### config.mk
export PLATFORM = sky130hd
export DESIGN_NAME = nta_seq
export DESIGN_NICKNAME = d
export VERILOG_FILES = /design/src/rtl/core/nta_pkg.sv /design/src/rtl/core/nta_seq.sv
export SDC_FILE = /design/constraint.sdc
export NUM_CORES = 1
export LEC_CHECK = 0
export BUFFER_PORTS_ARGS = -buffer_cell sky130_fd_sc_hd__buf_2
export CAP_MARGIN = 30
export CORE_MARGIN = 5
export CORE_UTILIZATION = 57
export DETAILED_ROUTE_END_ITERATION = 8
export PLACE_DENSITY = 0.95
export RECOVER_POWER = 100
export REMOVE_ABC_BUFFERS = 1
export SLEW_MARGIN = 25
export SYNTH_ARGS = -nofsm -noshare
export SYNTH_HDL_FRONTEND = slang
export SYNTH_SLANG_ARGS = --single-unit
### constraint.sdc
create_clock -name i_clk -period 8.2 [get_ports i_clk]
set_input_delay 0.41 -clock i_clk [delete_from_list [all_inputs] [get_ports i_clk]]
set_output_delay 0.41 -clock i_clk [all_outputs]
set_load 0.05 [all_outputs]
### src/rtl/core/nta_pkg.sv
// Shared constants, codes and types of the NFA trace acceptance core.
// No dependencies; every other file of the core depends on this package.
`default_nettype none
package nta_pkg;

    localparam int MAX_STATES = 32;
    localparam int MAX_PROPS  = 8;
    localparam int STATE_W    = $clog2(MAX_STATES);
    localparam int VAL_W      = MAX_PROPS;
    localparam int PROP_W     = 4;
    localparam int ADDR_W     = STATE_W + VAL_W;
    localparam int CFG_IDX_W  = 2;
    localparam int CFG_DATA_W = 32;

    localparam logic [CFG_IDX_W-1:0] CFG_INITIAL_STATE = 2'd0;
    localparam logic [CFG_IDX_W-1:0] CFG_FINAL_MASK    = 2'd1;
    localparam logic [CFG_IDX_W-1:0] CFG_PROP_COUNT    = 2'd2;

    localparam logic [PROP_W-1:0] PROP_COUNT_RESET = 4'd8;

    typedef enum logic [1:0] {
        MODE_ADD_EDGE = 2'd0,
        MODE_START    = 2'd1,
        MODE_STEP     = 2'd2,
        MODE_NOP      = 2'd3
    } t_mode;

    typedef enum logic [2:0] {
        ST_CLEAR,
        ST_IDLE,
        ST_ADD_RD,
        ST_ADD_WR,
        ST_STEP,
        ST_STEP_LAST,
        ST_DONE
    } t_state;

    typedef struct packed {
        logic [1:0]         mode;
        logic [STATE_W-1:0] source_state;
        logic [STATE_W-1:0] target_state;
        logic [VAL_W-1:0]   must_mask;
        logic [VAL_W-1:0]   must_not_mask;
        logic [VAL_W-1:0]   valuation;
    } t_item;

    typedef struct packed {
        logic [STATE_W-1:0] initial_state;
        logic [PROP_W-1:0]  prop_count;
    } t_cfg;

    typedef struct packed {
        logic                  we;
        logic [ADDR_W-1:0]     waddr;
        logic [MAX_STATES-1:0] wdata;
        logic [ADDR_W-1:0]     raddr;
    } t_mem_req;

endpackage
`default_nettype wire

### src/rtl/core/nta_seq.sv
// Sequencer: clearing pass, guarded edge expansion and state-set stepping,
// all through the single port pair of the transition store. Depends on nta_pkg.
`default_nettype none
module nta_seq (
    input  wire logic                          i_clk,
    input  wire logic                          i_rst_n,
    input  wire logic                          i_in_valid,
    output logic                               o_in_ready,
    input  wire nta_pkg::t_item                i_item,
    input  wire nta_pkg::t_cfg                 i_cfg,
    output nta_pkg::t_mem_req                  o_mem,
    input  wire logic [nta_pkg::MAX_STATES-1:0] i_rdata,
    output logic                               o_done,
    input  wire logic                          i_take,
    output logic [nta_pkg::MAX_STATES-1:0]     o_active
);
    import nta_pkg::*;

    t_state                r_state, n_state;
    logic [ADDR_W-1:0]     r_cnt, n_cnt;
    t_item                 r_item, n_item;
    logic [VAL_W-1:0]      r_vmask, n_vmask;
    logic [VAL_W-1:0]      r_val, n_val;
    logic                  r_pend, n_pend;
    logic [MAX_STATES-1:0] r_acc, n_acc;
    logic [MAX_STATES-1:0] r_active, n_active;

    logic [PROP_W-1:0]     pc_sat;
    logic [VAL_W:0]        vfull;
    logic [VAL_W-1:0]      vmask;
    logic                  add_skip;
    logic [VAL_W-1:0]      v_cur;
    logic                  v_ok;
    logic                  v_last;
    logic [STATE_W-1:0]    s_cur;
    logic [MAX_STATES-1:0] row_hit;

    always_ff @(posedge i_clk) begin
        if (!i_rst_n) begin
            r_state  <= ST_CLEAR;
            r_cnt    <= '0;
            r_pend   <= 1'b0;
            r_active <= '0;
        end else begin
            r_state  <= n_state;
            r_cnt    <= n_cnt;
            r_pend   <= n_pend;
            r_active <= n_active;
        end
    end

    always_ff @(posedge i_clk) begin
        r_item  <= n_item;
        r_vmask <= n_vmask;
        r_val   <= n_val;
        r_acc   <= n_acc;
    end

    always_comb begin
        pc_sat   = (i_cfg.prop_count > PROP_W'(MAX_PROPS)) ? PROP_W'(MAX_PROPS)
                                                           : i_cfg.prop_count;
        vfull    = ((VAL_W+1)'(1) << pc_sat) - (VAL_W+1)'(1);
        vmask    = vfull[VAL_W-1:0];
        add_skip = ({1'b0, i_item.source_state} >= (STATE_W+1)'(MAX_STATES))
                || ({1'b0, i_item.target_state} >= (STATE_W+1)'(MAX_STATES))
                || ((i_item.must_mask & i_item.must_not_mask) != '0)
                || ((i_item.must_mask & ~vmask) != '0);
        v_cur    = r_cnt[VAL_W-1:0];
        v_ok     = ((v_cur & r_item.must_mask) == r_item.must_mask)
                && ((v_cur & r_item.must_not_mask) == '0);
        v_last   = (v_cur == r_vmask);
        s_cur    = r_cnt[STATE_W-1:0];
        row_hit  = r_pend ? i_rdata : '0;
    end

    always_comb begin
        n_state  = r_state;
        n_cnt    = r_cnt;
        n_item   = r_item;
        n_vmask  = r_vmask;
        n_val    = r_val;
        n_pend   = r_pend;
        n_acc    = r_acc;
        n_active = r_active;
        o_in_ready  = 1'b0;
        o_done      = 1'b0;
        o_mem.we    = 1'b0;
        o_mem.waddr = {r_item.source_state, v_cur};
        o_mem.wdata = i_rdata | (MAX_STATES'(1) << r_item.target_state);
        o_mem.raddr = {r_item.source_state, v_cur};

        case (r_state)
            ST_CLEAR: begin
                o_mem.we    = 1'b1;
                o_mem.waddr = r_cnt;
                o_mem.wdata = '0;
                n_cnt       = r_cnt + ADDR_W'(1);
                if (r_cnt == '1) begin
                    n_cnt   = '0;
                    n_state = ST_IDLE;
                end
            end
            ST_IDLE: begin
                o_in_ready = 1'b1;
                if (i_in_valid) begin
                    n_item  = i_item;
                    n_cnt   = '0;
                    n_pend  = 1'b0;
                    n_acc   = '0;
                    n_vmask = vmask;
                    n_val   = i_item.valuation & vmask;
                    case (t_mode'(i_item.mode))
                        MODE_ADD_EDGE: n_state = add_skip ? ST_DONE : ST_ADD_RD;
                        MODE_START: begin
                            n_active = ({1'b0, i_cfg.initial_state}
                                        < (STATE_W+1)'(MAX_STATES))
                                     ? (MAX_STATES'(1) << i_cfg.initial_state) : '0;
                            n_state  = ST_DONE;
                        end
                        MODE_STEP: n_state = ST_STEP;
                        default:   n_state = ST_DONE;
                    endcase
                end
            end
            ST_ADD_RD: begin
                if (v_ok) begin
                    n_state = ST_ADD_WR;
                end else if (v_last) begin
                    n_state = ST_DONE;
                end else begin
                    n_cnt = r_cnt + ADDR_W'(1);
                end
            end
            ST_ADD_WR: begin
                o_mem.we = 1'b1;
                if (v_last) begin
                    n_state = ST_DONE;
                end else begin
                    n_cnt   = r_cnt + ADDR_W'(1);
                    n_state = ST_ADD_RD;
                end
            end
            ST_STEP: begin
                o_mem.raddr = {s_cur, r_val};
                n_pend      = r_active[s_cur];
                n_acc       = r_acc | row_hit;
                if (s_cur == STATE_W'(MAX_STATES - 1)) begin
                    n_state = ST_STEP_LAST;
                end else begin
                    n_cnt = r_cnt + ADDR_W'(1);
                end
            end
            ST_STEP_LAST: begin
                n_active = r_acc | row_hit;
                n_pend   = 1'b0;
                n_state  = ST_DONE;
            end
            ST_DONE: begin
                o_done = 1'b1;
                if (i_take) begin
                    n_state = ST_IDLE;
                end
            end
            default: n_state = ST_IDLE;
        endcase
    end

    assign o_active = r_active;
endmodule
`default_nettype wire
==> flow_summary_export.csv <==
group,metric,value,unit
detailed_routing,dr_total_vias,6154,
cts,cts.hold.buffers_added,0,
die,rows,39,
global_routing,grt_pass1_vias,5730,
placed_design,portBuffers,173,
detailed_routing,post-route-drc-count,0,
critical_path,cp-start-kind,"flip-flop",
cts,h-tree-depth,4,
detailed_routing,totalWireLength,19360,µm
sta,final_hold_viol_count,0,
pwr,p_per_area,310.0,nW/µm²
detailed_routing,topRoutingLayerUsed,"met4",
global_routing,grt_pass1_wl,29390,µm
detailed_routing,antenna_left,0,
die,fp.dieArea,13690,µm²
pwr,switching_share,41.05,%
die,die_y,117.0,µm
final_layout,final_cell_mix,"nor2_1, clkbuf_1, a21oi_1",
final_layout,regArea,3204,µm²
cts,clock-sinks,123,
critical_path,crit_chain,"clkinv_1, nand2_1, clkbuf_1, nand2_1, clkbuf_1",
cts,cts_tree,"built",
yosys,synthArstFlopShare,0,%
sta,worst_pin_slew,2.018,ns
final_layout,final_nets,911,
yosys,ys_ff_latch,123,
sta,rsz0062_at_grt,"no",
sta,period_needed,4.768,ns
detailed_routing,firstDrtPassIters,6,
cts,clockBufferDepth,2,
detailed_routing,wl_met1,7141,µm
status,violations,"max-capacitance violations, max-slew violations",
global_routing,grt_max_degree,41,
cts,postCtsSetupBuffers,0,
pwr,worst_ir_drop_vdd,0.1570,mV
final_layout,final_common_cell,"nor2_1",
final_layout,drive_gt1_share,17.06,%
final_layout,fillers,892,
sta,drv_slew,115,
yosys,syn-mean-instance-area,9.587,µm²
yosys,synth_edf_count,74,
yosys,synth_area,6529,µm²
die,initial_core_util,57.67,%
pwr,pwr-share-comb,35.0,%
sta,fin_ws,3.432,ns
yosys,synth_area_leaders,"edfxtp_1, dfxtp_1, nor2_1",
pwr,clkPwrFrac,30.0,%
critical_path,slowest_delay,1.48,ns
pwr,internal_power,1.426,mW
sta,max_slew_margin,-34.51,%
cts,root_buffer,"clkbuf_16",
yosys,syn_inst,681,
yosys,yosys.cell_types.count,62,
status,status,"finished with violations",
worst_hold_path,hold_path.class,"primary input to flip-flop",
critical_path,critPathRequiredTime,8.20,ns
detailed_routing,via_per_inst,6.273,
critical_path,worstPathArrival,4.77,ns
global_routing,grt_antenna_before_repair,0,
final_layout,final_cells,981,
placed_design,dp_hpwl,13550,µm
critical_path,path_class,"flip-flop to flip-flop",
cts,cts_made_buffers,17,
yosys,synth_top_flop_cell,"edfxtp_1",
pwr,power_leakage,2.847,nW
yosys,synth_top_area_share,34.04,%
yosys,synth_warnings,0,
yosys,yosysTopAreaCell,"edfxtp_1",
global_routing,grt_overflow,0,
sta,setup_tns,0,ns
critical_path,critPathTopFamily,"buffers and inverters",
global_routing,grtUsageTotal,27.99,%
critical_path,slowest_stage,"clkbuf_1",
placed_design,place_ws,4.814,ns
sta,skew,0.009375,ns
cts,clock_latency,0.40,ns
detailed_routing,wl_per_cell,19.73,µm
detailed_routing,met2_length,9179,µm
cts,clk_pin_slew,0.06,ns
flow_run,max_cap_violations,3,
pwr,p_sw,0.9931,mW
sta,finalCritPeriodShare,58.15,%
placed_design,place_congestion,0.9402,
die,core_area,11320,µm²
sta,setup_viol,0,
critical_path,worstPathMaxFanout,40,
final_layout,multi_input_area,2987,µm²
final_layout,syn2layout_area_growth,19.53,%
sta,max_freq,209.7,MHz
detailed_routing,drtIter0Drc,936,
detailed_routing,wl_met3,2467,µm
die,die_w,117.0,µm
final_layout,diodes,0,
critical_path,cp-end-kind,"flip-flop",
pwr,p_seq_share,35.0,%
cts,cts_resized,0,
placed_design,dp_cells,948,
critical_path,path_buf_inv,3,
yosys,yosysSeqAreaShare,49.06,%
die,ios,174,
==> power groups by stage <==
| stage | Combinational, mW | Sequential (mW) | Clock (mW) |
|---|---|---|---|
| floorplan | 0.563 | 0.907 | 0 |
| global placement | 0.847 | 0.847 | 0 |
| detailed placement | 0.860 | 0.852 | 0 |
| CTS | 0.867 | 0.842 | 0.735 |
| global route | 0.893 | 0.856 | 0.763 |
| finish | 0.847 | 0.846 | 0.726 |
==> state kept, by name (all words and copies together) (netlist names) <==
register / count
r_acc: 32
o_active: 32
r_val: 8
r_cnt: 13
r_item: 26
r_state: 3
r_vmask: 8
r_pend: 1
==> cell usage after synthesis, types with 3 or more instances <==
master and count:
a211oi_1 18, a21oi_1 86, a221oi_1 3, a31oi_1 3
and2_1 8, and3_1 8, and3b_1 4, buf_1 5
buf_2 7, buf_4 12, clkbuf_1 33, dfxtp_1 49
edfxtp_1 74, ha_1 5, inv_1 14, mux2_2 19
mux2i_1 4, mux4_2 10, nand2_1 28, nand2b_1 4
nand3_1 5, nand3b_1 6, nand4_1 6, nor2_1 132
nor2b_1 10, nor3_1 14, nor3b_1 3, o211a_1 9
o21ai_0 30, o221ai_1 16, o22ai_1 8, xnor2_1 8
==> worst paths after layout <==
| kind | startpoint | end | slack, ns | depth (start not counted) |
|---|---|---|---|---|
| setup / recovery | r_state[1]$_SDFFE_PN0P_ | r_acc[25]$_SDFFCE_PN0P_ | 3.43 | 5 |
| hold / removal | i_item[28] | r_item[28]$_DFFE_PP_ | 0.18 | 1 |
| setup reg to reg | r_state[1]$_SDFFE_PN0P_ | r_acc[25]$_SDFFCE_PN0P_ | 3.43 | 5 |
| hold reg to reg | o_active[2]$_SDFFE_PN0P_ | o_active[2]$_SDFFE_PN0P_ | 0.52 | 2 |
==> layout make-up <==
| cell class | instances | share of cell area (%) |
|---|---|---|
| Timing Repair Buffer | 183 | 10.13 |
| Multi-Input combinational cell | 484 | 38.27 |
| Inverter | 16 | 0.7696 |
| Clock buffer | 19 | 5.820 |
| Clock inverter | 13 | 1.651 |
| Sequential cell | 123 | 41.06 |
| Tap cell | 143 | 2.293 |
==> routing by layer <==
layer	track usage, %	vias up
li1	-	2805
met1	35.87	2853
met2	45.62	436
met3	8.123	60
met4	9.786	0
met5	0	-
==> kinds of logic (layout without fill, tap and decap cells) <==
group,after synthesis,in the layout,synth area share (%)
and+or+nand+nor,243,243,17.40
AOI/OAI and AO/OA,194,194,18.84
DFF,123,123,49.06
buffers and inverters,74,231,5.194
muxes,33,33,7.340
xor gates and xnor gates,9,9,1.207
adders and majority gates,5,5,0.9582
==> metrics by stage <==
stage                     instance area [µm²]  utilization [%]  hold WS [ns]  total power [mW]
final                                    7804            68.93        0.1786             2.420
after global routing                     7804            68.93        0.1695             2.511
after CTS                                7971            70.41        0.1663             2.444
after detailed placement                 7388            65.26        0.5137             1.712
after global placement                   7367            65.08        0.4998             1.694
after floorplan                          6250                -        0.4725             1.470
(Power assumes the default switching activity.)
